===== config.mk =====
export PLATFORM = sky130hd
export DESIGN_NAME = dlbg_lag_cell
export DESIGN_NICKNAME = d
export VERILOG_FILES = /design/src/design/dual_lfsr_bit_generator_with_stats_unit_assert.svh /design/src/design/dlbg_pkg.sv /design/src/design/dlbg_lag_cell.sv
export SDC_FILE = /design/constraint.sdc
export NUM_CORES = 1
export LEC_CHECK = 0
export BUFFER_PORTS_ARGS = -buffer_cell sky130_fd_sc_hd__buf_2
export CAP_MARGIN = 20
export CORE_ASPECT_RATIO = 1.1
export CORE_MARGIN = 2
export CORE_UTILIZATION = 36
export DETAILED_ROUTE_END_ITERATION = 10
export GPL_ROUTABILITY_DRIVEN = 0
export SLEW_MARGIN = 20
export SYNTH_ARGS = -nofsm -noshare
export SYNTH_HDL_FRONTEND = slang
export SYNTH_SLANG_ARGS = --single-unit

===== constraint.sdc =====
create_clock -name clk -period 2.9 [get_ports clk]
set_clock_uncertainty 0.15 [all_clocks]
set_input_delay 0.58 -clock clk [delete_from_list [all_inputs] [get_ports clk]]
set_output_delay 0.58 -clock clk [all_outputs]
set_load 0.01 [all_outputs]

===== src/design/dual_lfsr_bit_generator_with_stats_unit_assert.svh =====
// assertion macros for the keystream generator with statistics
`ifndef DUAL_LFSR_BIT_GENERATOR_WITH_STATS_UNIT_ASSERT_SVH
`define DUAL_LFSR_BIT_GENERATOR_WITH_STATS_UNIT_ASSERT_SVH

`ifndef SYNTHESIS

`define DLBG_ASSERT(label, prop) \
  label: assert property (@(posedge clk) disable iff (rst) (prop)) \
    else $error("dlbg assertion failed");

`define DLBG_ASSERT_NEXT(label, cond, conseq) \
  label: assert property (@(posedge clk) disable iff (rst) (cond) |=> (conseq)) \
    else $error("dlbg assertion failed");

`else

`define DLBG_ASSERT(label, prop)

`define DLBG_ASSERT_NEXT(label, cond, conseq)

`endif

`endif


===== src/design/dlbg_pkg.sv =====
// shared types, constants and helpers for the keystream generator with statistics
package dlbg_pkg;

  localparam int MAX_LAG    = 31;
  localparam int COUNT_BITS = 32;
  localparam int NUM_LAGS   = MAX_LAG + 1;
  localparam int LAG_W      = $clog2(NUM_LAGS);

  localparam int NUM_PAT   = 30;
  localparam int PAT1_BASE = 0;
  localparam int PAT2_BASE = 2;
  localparam int PAT3_BASE = 6;
  localparam int PAT4_BASE = 14;

  localparam logic [6:0] IDX_PAT   = 7'd0;
  localparam logic [6:0] IDX_AGREE = 7'd30;
  localparam logic [6:0] IDX_DIS   = 7'd62;
  localparam logic [6:0] IDX_STEP  = 7'd94;

  localparam logic [1:0] FUNC_GEN     = 2'd0;
  localparam logic [1:0] FUNC_READ    = 2'd1;
  localparam logic [1:0] FUNC_RESTART = 2'd2;

  localparam logic [2:0] CFG_SEED_FIRST = 3'd0;
  localparam logic [2:0] CFG_SEED_W0    = 3'd1;
  localparam logic [2:0] CFG_SEED_W1    = 3'd2;
  localparam logic [2:0] CFG_SEED_W2    = 3'd3;
  localparam logic [2:0] CFG_SEED_W3    = 3'd4;
  localparam logic [2:0] CFG_WARMUP     = 3'd5;

  localparam logic [31:0] SEED_FIRST_RST = 32'h003b2c1d;
  localparam logic [31:0] SEED_W0_RST    = 32'h003b2c1d;
  localparam logic [31:0] SEED_W1_RST    = 32'h7e8f9a0b;
  localparam logic [31:0] SEED_W2_RST    = 32'h5c6d7e8f;
  localparam logic [31:0] SEED_W3_RST    = 32'h1a2b3c4a;
  localparam logic [31:0] WARMUP_RST     = 32'd64;

  typedef logic [COUNT_BITS-1:0] count_t;

  typedef struct packed {
    logic [1:0] func;
    logic [6:0] counter_index;
  } item_t;

  typedef struct packed {
    logic        out_bit;
    logic [31:0] counter_value;
    logic        status;
  } result_t;

  typedef struct packed {
    logic [31:0]      first;
    logic [3:0][31:0] second;
  } seeds_t;

  typedef struct packed {
    logic step;
    logic restart;
    logic warm;
    logic b;
  } cell_ctrl_t;

  function automatic count_t sat_inc(input count_t c);
    count_t r;
    r = (c == '1) ? c : c + count_t'(1);
    return r;
  endfunction

endpackage


===== src/design/dlbg_lag_cell.sv =====
// one lag of the autocorrelation chain: window bit plus agree and disagree counts
module dlbg_lag_cell import dlbg_pkg::*; (
  input  logic       clk,
  input  logic       rst,
  input  cell_ctrl_t ctrl,
  input  logic       prev_bit,
  output logic       win_bit,
  output count_t     agree,
  output count_t     disagree
);

  always_ff @(posedge clk) begin
    if (rst || ctrl.restart) begin
      win_bit  <= 1'b0;
      agree    <= '0;
      disagree <= '0;
    end else if (ctrl.step) begin
      win_bit <= prev_bit;
      if (ctrl.warm) begin
        if (prev_bit == ctrl.b) begin
          agree <= sat_inc(agree);
        end else begin
          disagree <= sat_inc(disagree);
        end
      end
    end
  end

endmodule


==> impl_results.md <==
* Fin nets at 495
* Worst-case clock buffer depth at 2
* Total CTS buffers at 9
* Worst hold path type: flip-flop to flip-flop
* Port buffer count at between 70 and 80
* Total grt overflow at 0
* Post-CTS Repair Setup Buffers at 0
* Critical Path Slowest Stage Cell: o311ai_4
* Maximum VDD drop at about 0.27 mV
* Worst Path Arrival at around 2700 ps
* Num ports at slightly above 70
* Worst Reg2Reg Path Length in Cells at 6
* Primary FF master, synth: dfxtp_1
* Clock transition at the registers of the reported paths at around 70 ps
* Antenna diodes at 0
* Pre-CTS setup slack at roughly 340 ps
* Root Driver: clkbuf_8
* Register area share after synthesis at 0.372
* CTS tree: done
* Final std cells w/o fill at ~610
* Hold path start: disagree[23]
* Antenna violations before repair at 0
* Mapped Nets at between 400 and 500
* # hold bufs at CTS at 0
* Dominant cell type by area after synthesis: dfxtp_1
* Tightest Pin Transition at between 900 and 1000 ps
* H-tree levels at 3
* Leak at approximately 1.5 nW
* Slew Viols, Final at 0
* CP peak stage delay at 850 ps
* Reg area at roughly 0.0013 mm²
* Global-route wire length before repair at about 15 mm
* Synthesized flop and latch total at 65
* Critical setup path kind: flip-flop to flip-flop
* Skew-Pair Late Insertion Delay at around 350 ps
* Worst Setup SP: disagree[0]
* Syn Inst Count at between 400 and 500
* Synth unique cells at just under 50
* CP required at a little over 3000 ps
* Yosys top cell area share at 0.372
* Fin worst setup slack at about 330 ps
* Count of final setup violators at 0
* Most numerous cell in the Yosys netlist: dfxtp_1
* Die Span Y at 107 µm
* PwrDens at roughly 450 mW/mm²
* Post-Syn Area at 0.00350 mm²
* Final setup TNS at 0 ps
* DP HPWL at about 6.5 mm
* Per-cell routed wire length at approximately 15 µm
* RSZ-0062 raised after global routing: no
* Area taken by multi-input logic gates at 0.00206 mm²
* Number of global-route vias before repair at approximately 3,100
* Period Utilization, post-route at 0.887
* CTS sink count at 65
* Width of the die at a little under 100 µm
* Cells on Worst Hold Path at 2
* Via/cell ratio at between 5 and 6
* Fill cells at between 900 and 1,000
* Iter 0 DRT Violations at approximately 110
* Via count at between 3,000 and 4,000
* Min Tclk post-route at 2570 ps
* # rows at 37
* Max-slew headroom at 0.360
* Post-Route WL at 9.08 mm
* Final Hold Vio Count at 0
* EDFF count, synth at 0
* Drt pass-1 iters at 5
* Post-DRT Antenna Nets at 0
* Largest net degree at the start of global routing at 38
* Maximum achievable frequency at about 390 MHz
* Placed cell count at around 600
* Drc violations at 0
* Synthesized area per cell at 8.43 µm²
* Status: completed
* Max Fanout on Critical Path at 27
* Synth warnings at 0
* Final Core Density at 0.449
* Async SR Flop Fraction at 0
* Synth top cells by count: 65 x dfxtp_1, 50 x a21oi_1, 35 x nand2_1
* MaxCap Viol Count at 0
* Setup crit start kind: flip-flop
* Crit path cell chain: ha_1 -> and3_1 -> nand4_1 -> o311ai_4 -> o21ai_0 -> a21oi_1
* Die area at approximately 0.011 mm²
* GRT Overall Usage at 0.176
* Total core area at about 0.0094 mm²
* P&R area growth vs syn at 20.5%
* Layout cell share with drive strength beyond 1 at 0.240
* Resize count post-CTS at 0
* Crit end category: flip-flop
* Starting density of the core at 0.372
* Reg2reg start: disagree[0]
* Main area contributors after synthesis: dfxtp_1 37%, a21oi_1 7.2%, or3_1 5.4%
power by group:
part / internal [W] / total [W] / leakage, nW / switching [W]
logic: 0.0000152 / 0.0000520 / 0.890 / 0.0000368
registers: 0.000893 / 0.000895 / 0.523 / 0.00000141
clock network: 0.000590 / 0.000957 / 0.126 / 0.000367
total: 0.00150 / 0.00190 / 1.54 / 0.000405
layer usage:
metal  wire length (µm)  vias up  track usage  share of wire
li1                   -     1751            -              -
met1               4010     1659        0.223           0.44
met2               4470      100        0.300           0.49
met3                513        9       0.0331          0.057
met4                 89        0       0.0605         0.0098
met5                  0        -            0              0
worst max-delay path: cells and delay by family (launching register included):
| family | cells | cell delay (ps) |
|---|---|---|
| AOI/OAI and AO/OA | 3 | 1250 |
| and+or+nand+nor | 2 | 470 |
| DFF | 1 | 410 |
| adders and majority gates | 1 | 220 |
registers in the layout (all words and copies together) (netlist names):
name,flops
agree,32
disagree,32
win_bit,1
placed cells by master, fill, tap and decap left out, types with 7 or more instances in the layout:
cell / instances
or3_1: 30
nor2_1: 19
buf_4: 10
a21oi_1: 50
clkbuf_8: 10
o21ai_0: 22
or4_1: 23
nand4_1: 21
nand3_1: 19
nand2_1: 35
and4_1: 10
xnor2_1: 8
o21ai_1: 7
buf_2: 71
o31ai_1: 20
dfxtp_1: 65
and3_1: 11
metrics by stage:
step | hold WS (ps) | total power, W | cell area [µm²]
after floorplan | 360 | 0.000948 | 3500
after global placement | 323 | 0.000968 | 3980
after detailed placement | 334 | 0.000968 | 3980
after CTS | 359 | 0.00192 | 4220
after global routing | 372 | 0.00197 | 4220
final | 357 | 0.00190 | 4220
path summary, 6_finish.rpt:
check                  to  slack [ps]
max           disagree[9]         330
min          disagree[23]         360
max reg2reg   disagree[9]         330
min reg2reg  disagree[23]         360
cell type report:
type / instances / area share
multi-input cells: 323 / 0.488
flip-flops and latches: 65 / 0.309
repair buffers: 82 / 0.107
well taps: 117 / 0.0347
clock buffers: 10 / 0.0326
clock inverters: 6 / 0.0249
inverters: 5 / 0.00445
cells by family after synthesis:
family / synth area share
AO/OA/AOI/OAI: 0.203
XOR/XNOR: 0.0297
adder cells (fa/ha/maj): 0.00715
buffers and inverters: 0.0400
flip-flops: 0.372
multiplexers: 0.00572
AND/OR/NAND/NOR: 0.343
No activity file was read; power rests on OpenSTA's default activity.
