`src/design/dual_lfsr_bit_generator_with_stats_unit_assert.svh`:
```
// assertion macros for the keystream generator with statistics
`ifndef DUAL_LFSR_BIT_GENERATOR_WITH_STATS_UNIT_ASSERT_SVH
`define DUAL_LFSR_BIT_GENERATOR_WITH_STATS_UNIT_ASSERT_SVH

`ifndef SYNTHESIS

`define DLBG_ASSERT(label, prop) \
  label: assert property (@(posedge clk) disable iff (rst) (prop)) \
    else $error("dlbg assertion failed");

`define DLBG_ASSERT_NEXT(label, cond, conseq) \
  label: assert property (@(posedge clk) disable iff (rst) (cond) |=> (conseq)) \
    else $error("dlbg assertion failed");

`else

`define DLBG_ASSERT(label, prop)

`define DLBG_ASSERT_NEXT(label, cond, conseq)

`endif

`endif

```
`src/design/dlbg_pkg.sv`:
```
// shared types, constants and helpers for the keystream generator with statistics
package dlbg_pkg;

  localparam int MAX_LAG    = 31;
  localparam int COUNT_BITS = 32;
  localparam int NUM_LAGS   = MAX_LAG + 1;
  localparam int LAG_W      = $clog2(NUM_LAGS);

  localparam int NUM_PAT   = 30;
  localparam int PAT1_BASE = 0;
  localparam int PAT2_BASE = 2;
  localparam int PAT3_BASE = 6;
  localparam int PAT4_BASE = 14;

  localparam logic [6:0] IDX_PAT   = 7'd0;
  localparam logic [6:0] IDX_AGREE = 7'd30;
  localparam logic [6:0] IDX_DIS   = 7'd62;
  localparam logic [6:0] IDX_STEP  = 7'd94;

  localparam logic [1:0] FUNC_GEN     = 2'd0;
  localparam logic [1:0] FUNC_READ    = 2'd1;
  localparam logic [1:0] FUNC_RESTART = 2'd2;

  localparam logic [2:0] CFG_SEED_FIRST = 3'd0;
  localparam logic [2:0] CFG_SEED_W0    = 3'd1;
  localparam logic [2:0] CFG_SEED_W1    = 3'd2;
  localparam logic [2:0] CFG_SEED_W2    = 3'd3;
  localparam logic [2:0] CFG_SEED_W3    = 3'd4;
  localparam logic [2:0] CFG_WARMUP     = 3'd5;

  localparam logic [31:0] SEED_FIRST_RST = 32'h003b2c1d;
  localparam logic [31:0] SEED_W0_RST    = 32'h003b2c1d;
  localparam logic [31:0] SEED_W1_RST    = 32'h7e8f9a0b;
  localparam logic [31:0] SEED_W2_RST    = 32'h5c6d7e8f;
  localparam logic [31:0] SEED_W3_RST    = 32'h1a2b3c4a;
  localparam logic [31:0] WARMUP_RST     = 32'd64;

  typedef logic [COUNT_BITS-1:0] count_t;

  typedef struct packed {
    logic [1:0] func;
    logic [6:0] counter_index;
  } item_t;

  typedef struct packed {
    logic        out_bit;
    logic [31:0] counter_value;
    logic        status;
  } result_t;

  typedef struct packed {
    logic [31:0]      first;
    logic [3:0][31:0] second;
  } seeds_t;

  typedef struct packed {
    logic step;
    logic restart;
    logic warm;
    logic b;
  } cell_ctrl_t;

  function automatic count_t sat_inc(input count_t c);
    count_t r;
    r = (c == '1) ? c : c + count_t'(1);
    return r;
  endfunction

endpackage

```
`src/design/dlbg_keystream.sv`:
```
// two shift registers and the combined keystream bit
module dlbg_keystream import dlbg_pkg::*; (
  input  logic       clk,
  input  logic       rst,
  input  cell_ctrl_t ctrl,
  input  seeds_t     seeds,
  output logic       ks_bit
);

  logic [31:0]      first;
  logic [31:0]      first_next;
  logic [3:0][31:0] second;
  logic [3:0][31:0] second_next;
  logic             fb1;
  logic             fb2;

  always_comb begin
    fb1 = first[0] ^ first[3];
    fb2 = second[0][0] ^ second[0][7] ^ second[0][2];
    first_next = (first >> 1) | {12'b0, fb1, 19'b0};
    for (int k = 0; k < 3; k++) begin
      second_next[k] = {second[k+1][0], second[k][31:1]};
    end
    second_next[3] = (second[3] >> 1) | {9'b0, fb2, 22'b0};
  end

  // low bits after the shift
  assign ks_bit = first[1] ^ second[0][1];

  always_ff @(posedge clk) begin
    if (rst) begin
      first  <= SEED_FIRST_RST;
      second <= {SEED_W3_RST, SEED_W2_RST, SEED_W1_RST, SEED_W0_RST};
    end else if (ctrl.restart) begin
      first  <= seeds.first;
      second <= seeds.second;
    end else if (ctrl.step) begin
      first  <= first_next;
      second <= second_next;
    end
  end

endmodule

```
`config.mk`:
```
export PLATFORM = sky130hd
export DESIGN_NAME = dlbg_keystream
export DESIGN_NICKNAME = d
export VERILOG_FILES = /design/src/design/dual_lfsr_bit_generator_with_stats_unit_assert.svh /design/src/design/dlbg_pkg.sv /design/src/design/dlbg_keystream.sv
export SDC_FILE = /design/constraint.sdc
export NUM_CORES = 1
export LEC_CHECK = 0
export ABC_AREA = 1
export BUFFER_PORTS_ARGS = -buffer_cell sky130_fd_sc_hd__buf_2
export CAP_MARGIN = 20
export CORE_AREA = 2 2 113 115
export DETAILED_ROUTE_END_ITERATION = 6
export DIE_AREA = 0 0 115 117
export HOLD_SLACK_MARGIN = 0.02
export PLACE_DENSITY = 0.85
export SYNTH_ARGS = -nofsm -noshare
export SYNTH_HDL_FRONTEND = slang
export SYNTH_SLANG_ARGS = --single-unit
```
`constraint.sdc`:
```
create_clock -name clk -period 1.4 [get_ports clk]
set_input_delay 0.28 -clock clk [delete_from_list [all_inputs] [get_ports clk]]
set_output_delay 0.28 -clock clk [all_outputs]
set_load 0.03 [all_outputs]
```
==> results by group <==
Outcome
  – Run status: complete, no violations

Worst setup path
  – Crit path from: first[1]
  – CP endpoint kind: primary output
  – WS Path Type: reg2out
  – Data required time of the critical path: around 1100 ps
  – Series of cell instances along the critical path: xor2_1, buf_4
  – Startpoint kind of the worst setup timing path: flop
  – Slowest cell delay on critical path: approximately 350 ps
  – Buf+Inv Stages, Crit Path: 1
  – Slowest stage cell, crit path: sky130_fd_sc_hd__dfxtp_2
  – Data arrival time of the critical path: 1080 ps
  – Largest fanout on the critical path: 3
  – R2r startpoint: second[7]
  – Family of cells with the greatest summed delay on the critical path: flip-flops

CTS
  – Total CTS buffers: 17
  – Skew-Pair Late Insertion Delay: between 400 and 500 ps
  – CTS root buf: sky130_fd_sc_hd__clkbuf_16
  – CTS H-tree depth: 4
  – TritonCTS clock tree: done
  – Number of sinks handled by clock tree synthesis: between 150 and 200
  – Post-CTS clock slew at the launch and capture registers of the worst setup and hold paths: 60 ps
  – Clock Path Buffers: 2

STA
  – Unrepaired setup endpoints after global routing: true
  – Slew @ Worst Pin: roughly 330 ps
  – Post-Route Skew: ~4.6 ps
  – Min Hold Slack: approximately 90 ps
  – Relative max-transition margin: between 70% and 80%
  – Fin Setup TNS: 0 ps
  – Final worst-path cycle share: roughly 97%
  – Final Hold Fails: 0
  – Finish-stage setup viols: 0
  – Final Critical Period: about 1400 ps
  – Maximum operating frequency: 736 MHz
  – Final Slew Violations: 0

Logic synthesis
  – Synth Net Count: 968
  – Mapped Cells: between 800 and 900
  – Count of distinct cell types in the synthesized netlist: 21
  – Synth warnings: 0
  – Post-synthesis sequential element count: between 150 and 200
  – Syn avg cell area: 7.98 um2
  – Netlist Area Pre-Place: 6400 um2
  – Portion of the post-synthesis area used by sequential elements: around 50%

Detailed routing
  – Iter 0 DRT Violations: approximately 500
  – Vias after detailed routing: approximately 5900
  – DRC errors left: 0
  – Post-DR vias/cell: roughly 5.4
  – Number of antenna-violating nets in the routed design: 0
  – Sum of routed wire length over all layers: ~15000 um
  – WL per Instance: between 10 and 15 um
  – First-pass iteration count of the detailed router: 5

Die
  – Chip width: between 100 and 150 um
  – Number of top-level pins: 167
  – Placeable core region: 12300 um2
  – Placement Rows: 41
  – Die outline height: between 100 and 150 um
  – Area enclosed by the die boundary: around 13000 um2
  – Initial standard-cell utilization of the core: roughly half

Global route
  – Vias in the first global route: around 5300
  – Global-route total usage across every layer: between 20% and 30%
  – Largest net degree at the start of global routing: 63
  – Antenna violations before repair: 2
  – Total congestion overflow after global routing: 0
  – Global-route wire length before repair: 24400 um

Final layout
  – Number of standard cells in the layout, taps in and fillers out: about 1100
  – Layout Nets: 1109
  – Most common library cell in the layout ignoring fill and taps: sky130_fd_sc_hd__nand2_1
  – Sequential cell area in the final layout: between 3000 and 4000 um2
  – Synth-to-layout area growth: 25.9%
  – Post-layout utilization of the core: between 60% and 70%
  – Leading cell types in the layout, fill and taps excluded: 298 x sky130_fd_sc_hd__nand2_1, 161 x sky130_fd_sc_hd__buf_2, 158 x sky130_fd_sc_hd__dfxtp_1, 89 x sky130_fd_sc_hd__a21oi_1, 88 x sky130_fd_sc_hd__a22oi_1
  – Share of cells above drive strength 1: about a quarter
  – # fillers: 1076
  – Total area of multi-input combinational cells: 2760 um2

Flow run
  – Max Cap Viol: 0

Power
  – Internal power consumption: about 0.0084 W
  – Logic pwr share: 10.8%
  – Clock network fraction of design power: ~43%
  – Power spent charging and discharging nets: 0.00256 W
  – Pwr Density: between 1000 and 1500 nW/um2
  – Maximum ir drop on the vdd rail: 960 uV
  – Switch share: a little under a quarter
  – Share of power burned in registers: between 40 and 50%
  – Total leakage power: approximately 3.5 nW

Placement
  – GP Congestion: ~0.79
  – Number of port buffers: 164
  – Number of placed instances with taps included: between 1000 and 1500
  – Post-DP HPWL: between 9000 and 10000 um

Min path
  – Origin of the worst min-delay path: seeds[112]
  – HP Class: in2reg
cell usage after synthesis:
| master | instances | share of area [%] |
|---|---|---|
| sky130_fd_sc_hd__a21oi_1 | 89 | 7.0 |
| sky130_fd_sc_hd__a22oi_1 | 88 | 10 |
| sky130_fd_sc_hd__a31oi_1 | 62 | 6.1 |
| sky130_fd_sc_hd__buf_1 | 3 | 0.18 |
| sky130_fd_sc_hd__buf_2 | 26 | 2.0 |
| sky130_fd_sc_hd__buf_4 | 8 | 0.94 |
| sky130_fd_sc_hd__buf_6 | 9 | 1.6 |
| sky130_fd_sc_hd__clkbuf_1 | 22 | 1.3 |
| sky130_fd_sc_hd__clkinv_1 | 1 | 0.059 |
| sky130_fd_sc_hd__dfxtp_1 | 160 | 50 |
| sky130_fd_sc_hd__inv_1 | 11 | 0.65 |
| sky130_fd_sc_hd__inv_2 | 1 | 0.059 |
| sky130_fd_sc_hd__inv_4 | 1 | 0.098 |
| sky130_fd_sc_hd__nand2_1 | 298 | 17 |
| sky130_fd_sc_hd__nand2_4 | 1 | 0.18 |
| sky130_fd_sc_hd__nand3_1 | 6 | 0.47 |
| sky130_fd_sc_hd__nor2_1 | 4 | 0.23 |
| sky130_fd_sc_hd__o211ai_1 | 7 | 0.82 |
| sky130_fd_sc_hd__o21ai_0 | 3 | 0.23 |
| sky130_fd_sc_hd__o21bai_1 | 1 | 0.12 |
| sky130_fd_sc_hd__xor2_1 | 1 | 0.14 |
state kept, by name, summed over array words and instances, names as in the netlist:
register and flops:
second 128, first 32
power groups by stage:
stage | Sequential, W | Combinational, W | Clock (W)
6_report | 0.00507 | 0.00119 | 0.00474
3_3_place_gp | 0.00515 | 0.00116 | 0
2_1_floorplan | 0.00511 | 0.000749 | 0
4_1_cts | 0.00506 | 0.00119 | 0.00481
5_1_grt | 0.00510 | 0.00134 | 0.00502
3_5_place_dp | 0.00515 | 0.00118 | 0
metal layers:
| metal | wire length [um] | GRT usage, % | vias up |
|---|---|---|---|
| li1 | - | - | 3046 |
| met1 | 6860 | 30.2 | 2704 |
| met2 | 7080 | 35.5 | 155 |
| met3 | 886 | 6.44 | 19 |
| met4 | 204 | 8.03 | 2 |
| met5 | 13 | 0 | - |
cell type report:
cell class,instances,area share [%]
timing repair buffer,190,15.2
clock inverter,10,1.65
clock buffer,22,6.01
antenna,1,0.0311
tap,150,2.33
multi-input combinational,560,34.3
inverter,14,0.684
sequential,160,39.8
path summary, 6_finish.rpt:
path / to / slack (ps) / depth (start not counted)
setup / recovery: ks_bit / 40 / 2
hold / removal: second[112] / 90 / 3
setup reg to reg: second[118] / 500 / 7
hold reg to reg: second[123] / 470 / 2
per-stage QoR:
stage,setup WS (ps),total power (W),instance area (um2)
after global placement,106,0.00631,7410
after detailed placement,68.7,0.00634,7410
after global routing,-36.8,0.0115,8050
final,41.5,0.0110,8050
after floorplan,281,0.00586,6400
after CTS,8.16,0.0111,8030
cell families after synthesis:
| logic type | after synthesis | share of synthesized area, % |
|---|---|---|
| flip-flops | 160 | 50.1 |
| AO/OA/AOI/OAI | 250 | 24.5 |
| XOR/XNOR | 1 | 0.137 |
| AND/OR/NAND/NOR | 309 | 18.4 |
| buffers and inverters | 82 | 6.89 |
timing repair:
item,4_1_cts,5_1_grt
gates resized for setup,3,0
buffers inserted,0,2
endpoints found under the setup margin,1,1
hold buffers,0,0
pin swaps,0,1
endpoints found under the hold margin,0,0
worst reg2reg max path: cells and delay by family, from the launching register on:
family          cells  cell delay (ps)
buf+inv             1               50
compound gates      1               50
flops               1              380
simple gates        5              290
No activity file was read; power rests on OpenSTA's default activity.
