--- config.mk ---
export PLATFORM = sky130hd
export DESIGN_NAME = dlbg_pattern_stats
export DESIGN_NICKNAME = d
export VERILOG_FILES = /design/src/design/dual_lfsr_bit_generator_with_stats_unit_assert.svh /design/src/design/dlbg_pkg.sv /design/src/design/dlbg_pattern_stats.sv
export SDC_FILE = /design/constraint.sdc
export NUM_CORES = 2
export LEC_CHECK = 0
export BUFFER_PORTS_ARGS = -buffer_cell sky130_fd_sc_hd__buf_2
export CORE_MARGIN = 1
export CORE_UTILIZATION = 23
export DETAILED_ROUTE_END_ITERATION = 10
export GPL_ROUTABILITY_DRIVEN = 0
export GPL_TIMING_DRIVEN = 0
export HOLD_SLACK_MARGIN = 0.08
export SLEW_MARGIN = 20
export SYNTH_ARGS = -nofsm -noshare
export SYNTH_HDL_FRONTEND = slang
export SYNTH_SLANG_ARGS = --single-unit
--- constraint.sdc ---
create_clock -name clk -period 8.3 [get_ports clk]
set_input_delay 1.66 -clock clk [delete_from_list [all_inputs] [get_ports clk]]
set_output_delay 1.66 -clock clk [all_outputs]
set_load 0.02 [all_outputs]
--- src/design/dual_lfsr_bit_generator_with_stats_unit_assert.svh ---
// assertion macros for the keystream generator with statistics
`ifndef DUAL_LFSR_BIT_GENERATOR_WITH_STATS_UNIT_ASSERT_SVH
`define DUAL_LFSR_BIT_GENERATOR_WITH_STATS_UNIT_ASSERT_SVH

`ifndef SYNTHESIS

`define DLBG_ASSERT(label, prop) \
  label: assert property (@(posedge clk) disable iff (rst) (prop)) \
    else $error("dlbg assertion failed");

`define DLBG_ASSERT_NEXT(label, cond, conseq) \
  label: assert property (@(posedge clk) disable iff (rst) (cond) |=> (conseq)) \
    else $error("dlbg assertion failed");

`else

`define DLBG_ASSERT(label, prop)

`define DLBG_ASSERT_NEXT(label, cond, conseq)

`endif

`endif

--- src/design/dlbg_pkg.sv ---
// shared types, constants and helpers for the keystream generator with statistics
package dlbg_pkg;

  localparam int MAX_LAG    = 31;
  localparam int COUNT_BITS = 32;
  localparam int NUM_LAGS   = MAX_LAG + 1;
  localparam int LAG_W      = $clog2(NUM_LAGS);

  localparam int NUM_PAT   = 30;
  localparam int PAT1_BASE = 0;
  localparam int PAT2_BASE = 2;
  localparam int PAT3_BASE = 6;
  localparam int PAT4_BASE = 14;

  localparam logic [6:0] IDX_PAT   = 7'd0;
  localparam logic [6:0] IDX_AGREE = 7'd30;
  localparam logic [6:0] IDX_DIS   = 7'd62;
  localparam logic [6:0] IDX_STEP  = 7'd94;

  localparam logic [1:0] FUNC_GEN     = 2'd0;
  localparam logic [1:0] FUNC_READ    = 2'd1;
  localparam logic [1:0] FUNC_RESTART = 2'd2;

  localparam logic [2:0] CFG_SEED_FIRST = 3'd0;
  localparam logic [2:0] CFG_SEED_W0    = 3'd1;
  localparam logic [2:0] CFG_SEED_W1    = 3'd2;
  localparam logic [2:0] CFG_SEED_W2    = 3'd3;
  localparam logic [2:0] CFG_SEED_W3    = 3'd4;
  localparam logic [2:0] CFG_WARMUP     = 3'd5;

  localparam logic [31:0] SEED_FIRST_RST = 32'h003b2c1d;
  localparam logic [31:0] SEED_W0_RST    = 32'h003b2c1d;
  localparam logic [31:0] SEED_W1_RST    = 32'h7e8f9a0b;
  localparam logic [31:0] SEED_W2_RST    = 32'h5c6d7e8f;
  localparam logic [31:0] SEED_W3_RST    = 32'h1a2b3c4a;
  localparam logic [31:0] WARMUP_RST     = 32'd64;

  typedef logic [COUNT_BITS-1:0] count_t;

  typedef struct packed {
    logic [1:0] func;
    logic [6:0] counter_index;
  } item_t;

  typedef struct packed {
    logic        out_bit;
    logic [31:0] counter_value;
    logic        status;
  } result_t;

  typedef struct packed {
    logic [31:0]      first;
    logic [3:0][31:0] second;
  } seeds_t;

  typedef struct packed {
    logic step;
    logic restart;
    logic warm;
    logic b;
  } cell_ctrl_t;

  function automatic count_t sat_inc(input count_t c);
    count_t r;
    r = (c == '1) ? c : c + count_t'(1);
    return r;
  endfunction

endpackage

--- src/design/dlbg_pattern_stats.sv ---
// counts of one- to four-bit keystream patterns
module dlbg_pattern_stats import dlbg_pkg::*; (
  input  logic       clk,
  input  logic       rst,
  input  cell_ctrl_t ctrl,
  output count_t     cnt [NUM_PAT]
);

  logic [3:0] recent_bits;
  logic [1:0] recent_len;
  logic [3:0] rb_new;
  logic [2:0] len;
  logic [4:0] idx1;
  logic [4:0] idx2;
  logic [4:0] idx3;
  logic [4:0] idx4;
  logic [NUM_PAT-1:0] inc;

  always_comb begin
    rb_new = {recent_bits[2:0], ctrl.b};
    len    = {1'b0, recent_len} + 3'd1;
    idx1   = 5'(PAT1_BASE) + {4'b0, ctrl.b};
    idx2   = 5'(PAT2_BASE) + {3'b0, rb_new[1:0]};
    idx3   = 5'(PAT3_BASE) + {2'b0, rb_new[2:0]};
    idx4   = 5'(PAT4_BASE) + {1'b0, rb_new};
    for (int i = 0; i < NUM_PAT; i++) begin
      inc[i] = (5'(i) == idx1)
            || ((len >= 3'd2) && (5'(i) == idx2))
            || ((len >= 3'd3) && (5'(i) == idx3))
            || ((len >= 3'd4) && (5'(i) == idx4));
    end
  end

  always_ff @(posedge clk) begin
    if (rst || ctrl.restart) begin
      recent_bits <= '0;
      recent_len  <= '0;
      for (int i = 0; i < NUM_PAT; i++) begin
        cnt[i] <= '0;
      end
    end else if (ctrl.step) begin
      if (len >= 3'd4) begin
        recent_bits <= {1'b0, rb_new[2:0]};
        recent_len  <= 2'd3;
      end else begin
        recent_bits <= rb_new;
        recent_len  <= len[1:0];
      end
      for (int i = 0; i < NUM_PAT; i++) begin
        if (inc[i]) begin
          cnt[i] <= sat_inc(cnt[i]);
        end
      end
    end
  end

endmodule

==> key figures <==
Yosys
  • Cells after synthesis: 5,623
  • Post-Synth Simple-Gate Area: 35.0%
  • Largest cells by area after synthesis: dfxtp_1, xor2_1, nor2_1
  • Post-Synth XOR/XNOR Area: 14.7%
  • Sequential-to-total area share from yosys stat: 41.8%
  • Post-Syn Area: 0.0463 mm2
  • Largest area contributor in the netlist: dfxtp_1
  • Yosys warns: 0
  • Top FF cell, synth: dfxtp_1
  • Largest family of logic cells by synthesized area: simple AND/OR/NAND/NOR gates
  • Post-synth cell types: 77
  • Post-synthesis adder-cell area fraction: 0.892%
  • Synth Area per Inst: 8.23 um2
  • Asr flop ratio synth: 0%
  • Post-synth net total: 5,662
  • Multiplexer share of the synthesized area: 0.216%
  • EDFF count, synth: 0
  • Flip-flop and latch count after synthesis: 965
  • Synth top area share: approximately two fifths
  • Synth Area in Compound Gates: 4.92%

Clock tree
  • Clk_lat worst skew: between 0.7 and 0.8 ns
  • Max Root-Sink Buffers: 3
  • Number of post-CTS setup repair buffers: 0
  • Worst-path clk slew: 0.06 ns
  • Root buf cell: clkbuf_16
  • Cts bufs inserted: 113
  • TritonCTS clock tree: built
  • H-tree levels: 3
  • CTS Sinks: 965
  • Post-CTS Hold Buffers: 0
  • Post_cts resized: 0

Timing
  • Final worst path period need: ~4.5 ns
  • Final slew viol count: 0
  • Unrepaired setup endpoints after global routing: false
  • Tightest Pin Transition: about 1.2 ns
  • Setup violators final: 0
  • Fin Setup TNS: 0 ns
  • Rel. slew slack: 22.0%
  • Fmax: 224 MHz
  • Final hold vios: 0
  • Final Skew: 0.0362 ns
  • Part of the cycle the worst path needs: around 54%

Critical path
  • Critical Path RT: 8.92 ns
  • Critical Path Max Stage Delay: 0.98 ns
  • Crit path DAT: 5.10 ns
  • Slowest cell on crit path: nor3b_2
  • Most used cell, CP: buf_2
  • Startpoint Class: input pin
  • CP delay by family, top: simple AND/OR/NAND/NOR gates
  • Critical path class: input pin to register
  • CP endpoint kind: register
  • Critical Path Fanout Max: 11
  • CP Buf/Inv Count: 3
  • Worst path cell trace: buf_2 > buf_2 > nor3b_2 > nand4_1 > a311o_1 > clkbuf_1 > nor4_1 > xnor2_1 > nor2_1

Power and ir drop
  • PD cells: 173 mW/mm2
  • Net switching power: 2.35 mW
  • Clock power frac: between 50% and 60%
  • Sequential share of power: 45.5%
  • Worst vdd ir: 0.158 mV
  • Comb pwr share: 2.2%
  • Internal Power: 7.82 mW
  • Switching share of power: 23.1%
  • Leakage: 21.4 nW
  • Overall power: 10.2 mW

Flow run
  • Max-Cap Viols: 0

Place
  • IO Port Bufs: between 900 and 1,000
  • Hpwl dp: 164 mm

Floorplan
  • Site row count: 164
  • Starting density of the core: 23.1%
  • Die width: 450 um
  • Die Height: between 400 and 500 um
  • I/O pin total: around 970
  • Full die area: 0.203 mm2
  • Core Box Area: 0.200 mm2

Detailed routing
  • Iteration-0 DRC Markers: 3,819
  • Vias per cell: between 4 and 5
  • 1st-pass router iterations: 11
  • Routed Antenna Nets: 0
  • Vias: 46,700
  • DRC Markers: between 150 and 200
  • WL final: 207 mm
  • Drt wl/cell: 21.8 um

GRT
  • Gr ovfl total: 0
  • First-pass GRT wire length: between 200 and 300 mm
  • Initial antenna violation count: 11
  • Total track usage: 19.5%
  • Vias in the first global route: 43,000
  • Largest net degree at the start of global routing: 16

Min path
  • Class of the worst hold path: register to register

Outcome
  • Status: finished, violations left
  • Violations in the final reports: DRC

Final layout
  • Share of cells above drive strength 1: around a fifth
  • Nets: 6,760
  • Area Overhead vs Synth: 27.2%
final timing paths:
kind	startpoint	endpoint	slack, ns	cells past startpoint
worst min-delay path	cnt[705]$_SDFFE_PP0P_	cnt[705]$_SDFFE_PP0P_	0.49	2
worst max register to register	recent_bits[1]$_SDFFE_PP0P_	cnt[458]$_SDFFE_PP0P_	4.10	11
worst min register to register	cnt[705]$_SDFFE_PP0P_	cnt[705]$_SDFFE_PP0P_	0.49	2
worst max-delay path	ctrl[3]	cnt[255]$_SDFFE_PP0P_	3.83	9
kinds of logic (layout without fill, tap and decap cells):
logic type,after synthesis,count (layout)
other,0,6
muxes,10,10
buffers and inverters,305,1496
adders and majority gates,33,33
AOI/OAI and AO/OA,378,378
xor gates and xnor gates,774,774
and+or+nand+nor,3158,3158
DFF,965,965
cells in the final DEF, fill, tap and decap left out, types with 10 or more instances in the layout:
master | synthesis | final
nor4b_1 | 26 | 24
nand4b_1 | 13 | 13
a31oi_1 | 13 | 13
xor2_1 | 427 | 427
nor4_1 | 135 | 128
o21ai_0 | 128 | 128
and3_1 | 154 | 154
nor4_2 | 5 | 11
xnor2_1 | 346 | 346
mux2i_1 | 10 | 10
buf_2 | 14 | 978
or2_2 | 22 | 22
nand4_1 | 401 | 401
o211ai_1 | 21 | 21
nor3_1 | 218 | 216
nand3_1 | 416 | 416
inv_1 | 75 | 75
nor3b_1 | 25 | 25
and4_1 | 108 | 108
dfxtp_1 | 965 | 965
nor2_1 | 958 | 958
nand2_1 | 411 | 411
clkinv_2 | 0 | 20
clkbuf_2 | 0 | 26
clkbuf_8 | 0 | 23
ha_1 | 33 | 33
and2_1 | 56 | 56
bufinv_16 | 0 | 13
clkbuf_1 | 209 | 207
or4_1 | 32 | 32
a21oi_1 | 141 | 141
clkbuf_16 | 0 | 115
or3_1 | 124 | 124
synth_stat cells, drive strengths merged, types with 124 or more instances:
cell type,number
nor2,958
xor2,427
nor3,223
clkbuf,209
o21ai,129
and3,154
nand4,403
dfxtp,965
a21oi,141
xnor2,347
nand2,411
or3,124
nor4,143
nand3,416
worst register-to-register path, cell delays in order, from the launching register on:
cell and delay (ns):
dfxtp_1 0.33, clkbuf_1 0.31, inv_1 0.12, ha_1 0.44
nor4_2 0.42, a32o_1 0.67, buf_2 0.54, nand2_1 0.35
buf_2 0.32, nor4_1 0.36, xnor2_1 0.16, nor2_1 0.05
power by group through the flow:
| stage | Clock, mW | Combinational (mW) | Sequential [mW] |
|---|---|---|---|
| after floorplan | 0 | 0.0862 | 4.74 |
| after global placement | 0 | 0.222 | 4.74 |
| after detailed placement | 0 | 0.242 | 4.74 |
| after CTS | 5.44 | 0.242 | 4.63 |
| after global routing | 5.62 | 0.248 | 4.63 |
| final | 5.31 | 0.228 | 4.63 |
state kept, by name, indices dropped and copies added, names as in the netlist:
name / flops
cnt: 960
recent_bits: 3
recent_len: 2
area by class of cell:
type                            instances  area (um2)
Clock buffer                          162        3280
Tap cell                             2656        3320
Clock inverter                         46         647
Inverter                               76         285
Antenna cell                            6        15.0
Buffer                                229         921
Sequential cell                       965       19300
Multi-Input combinational cell       4353       25900
Timing Repair Buffer                  983        5170
Fill cell                           21400      141000
through the flow:
| step | area [um2] | hold WS (ns) | utilization [%] | setup slack (ns) | cells |
|---|---|---|---|---|---|
| after floorplan | 46300 | 0.553 | - | 4.80 | 5623 |
| after global placement | 54400 | 0.470 | 27.2 | 1.31 | 9243 |
| after detailed placement | 54900 | 0.487 | 27.4 | 2.99 | 9262 |
| after CTS | 58800 | 0.498 | 29.4 | 3.85 | 9470 |
| after global routing | 58800 | 0.515 | 29.4 | 3.80 | 9471 |
| final | 58800 | 0.494 | 29.4 | 3.83 | 9476 |
layer usage:
metal | GRT usage, % | wire [um] | vias up
met1 | 22.9 | 82200 | 22400
met4 | 12.3 | 14100 | 0
met5 | 0 | 0 | -
met2 | 32.1 | 96500 | 1696
met3 | 4.28 | 14000 | 424
li1 | - | - | 22100
No activity file was read; power rests on OpenSTA's default activity.
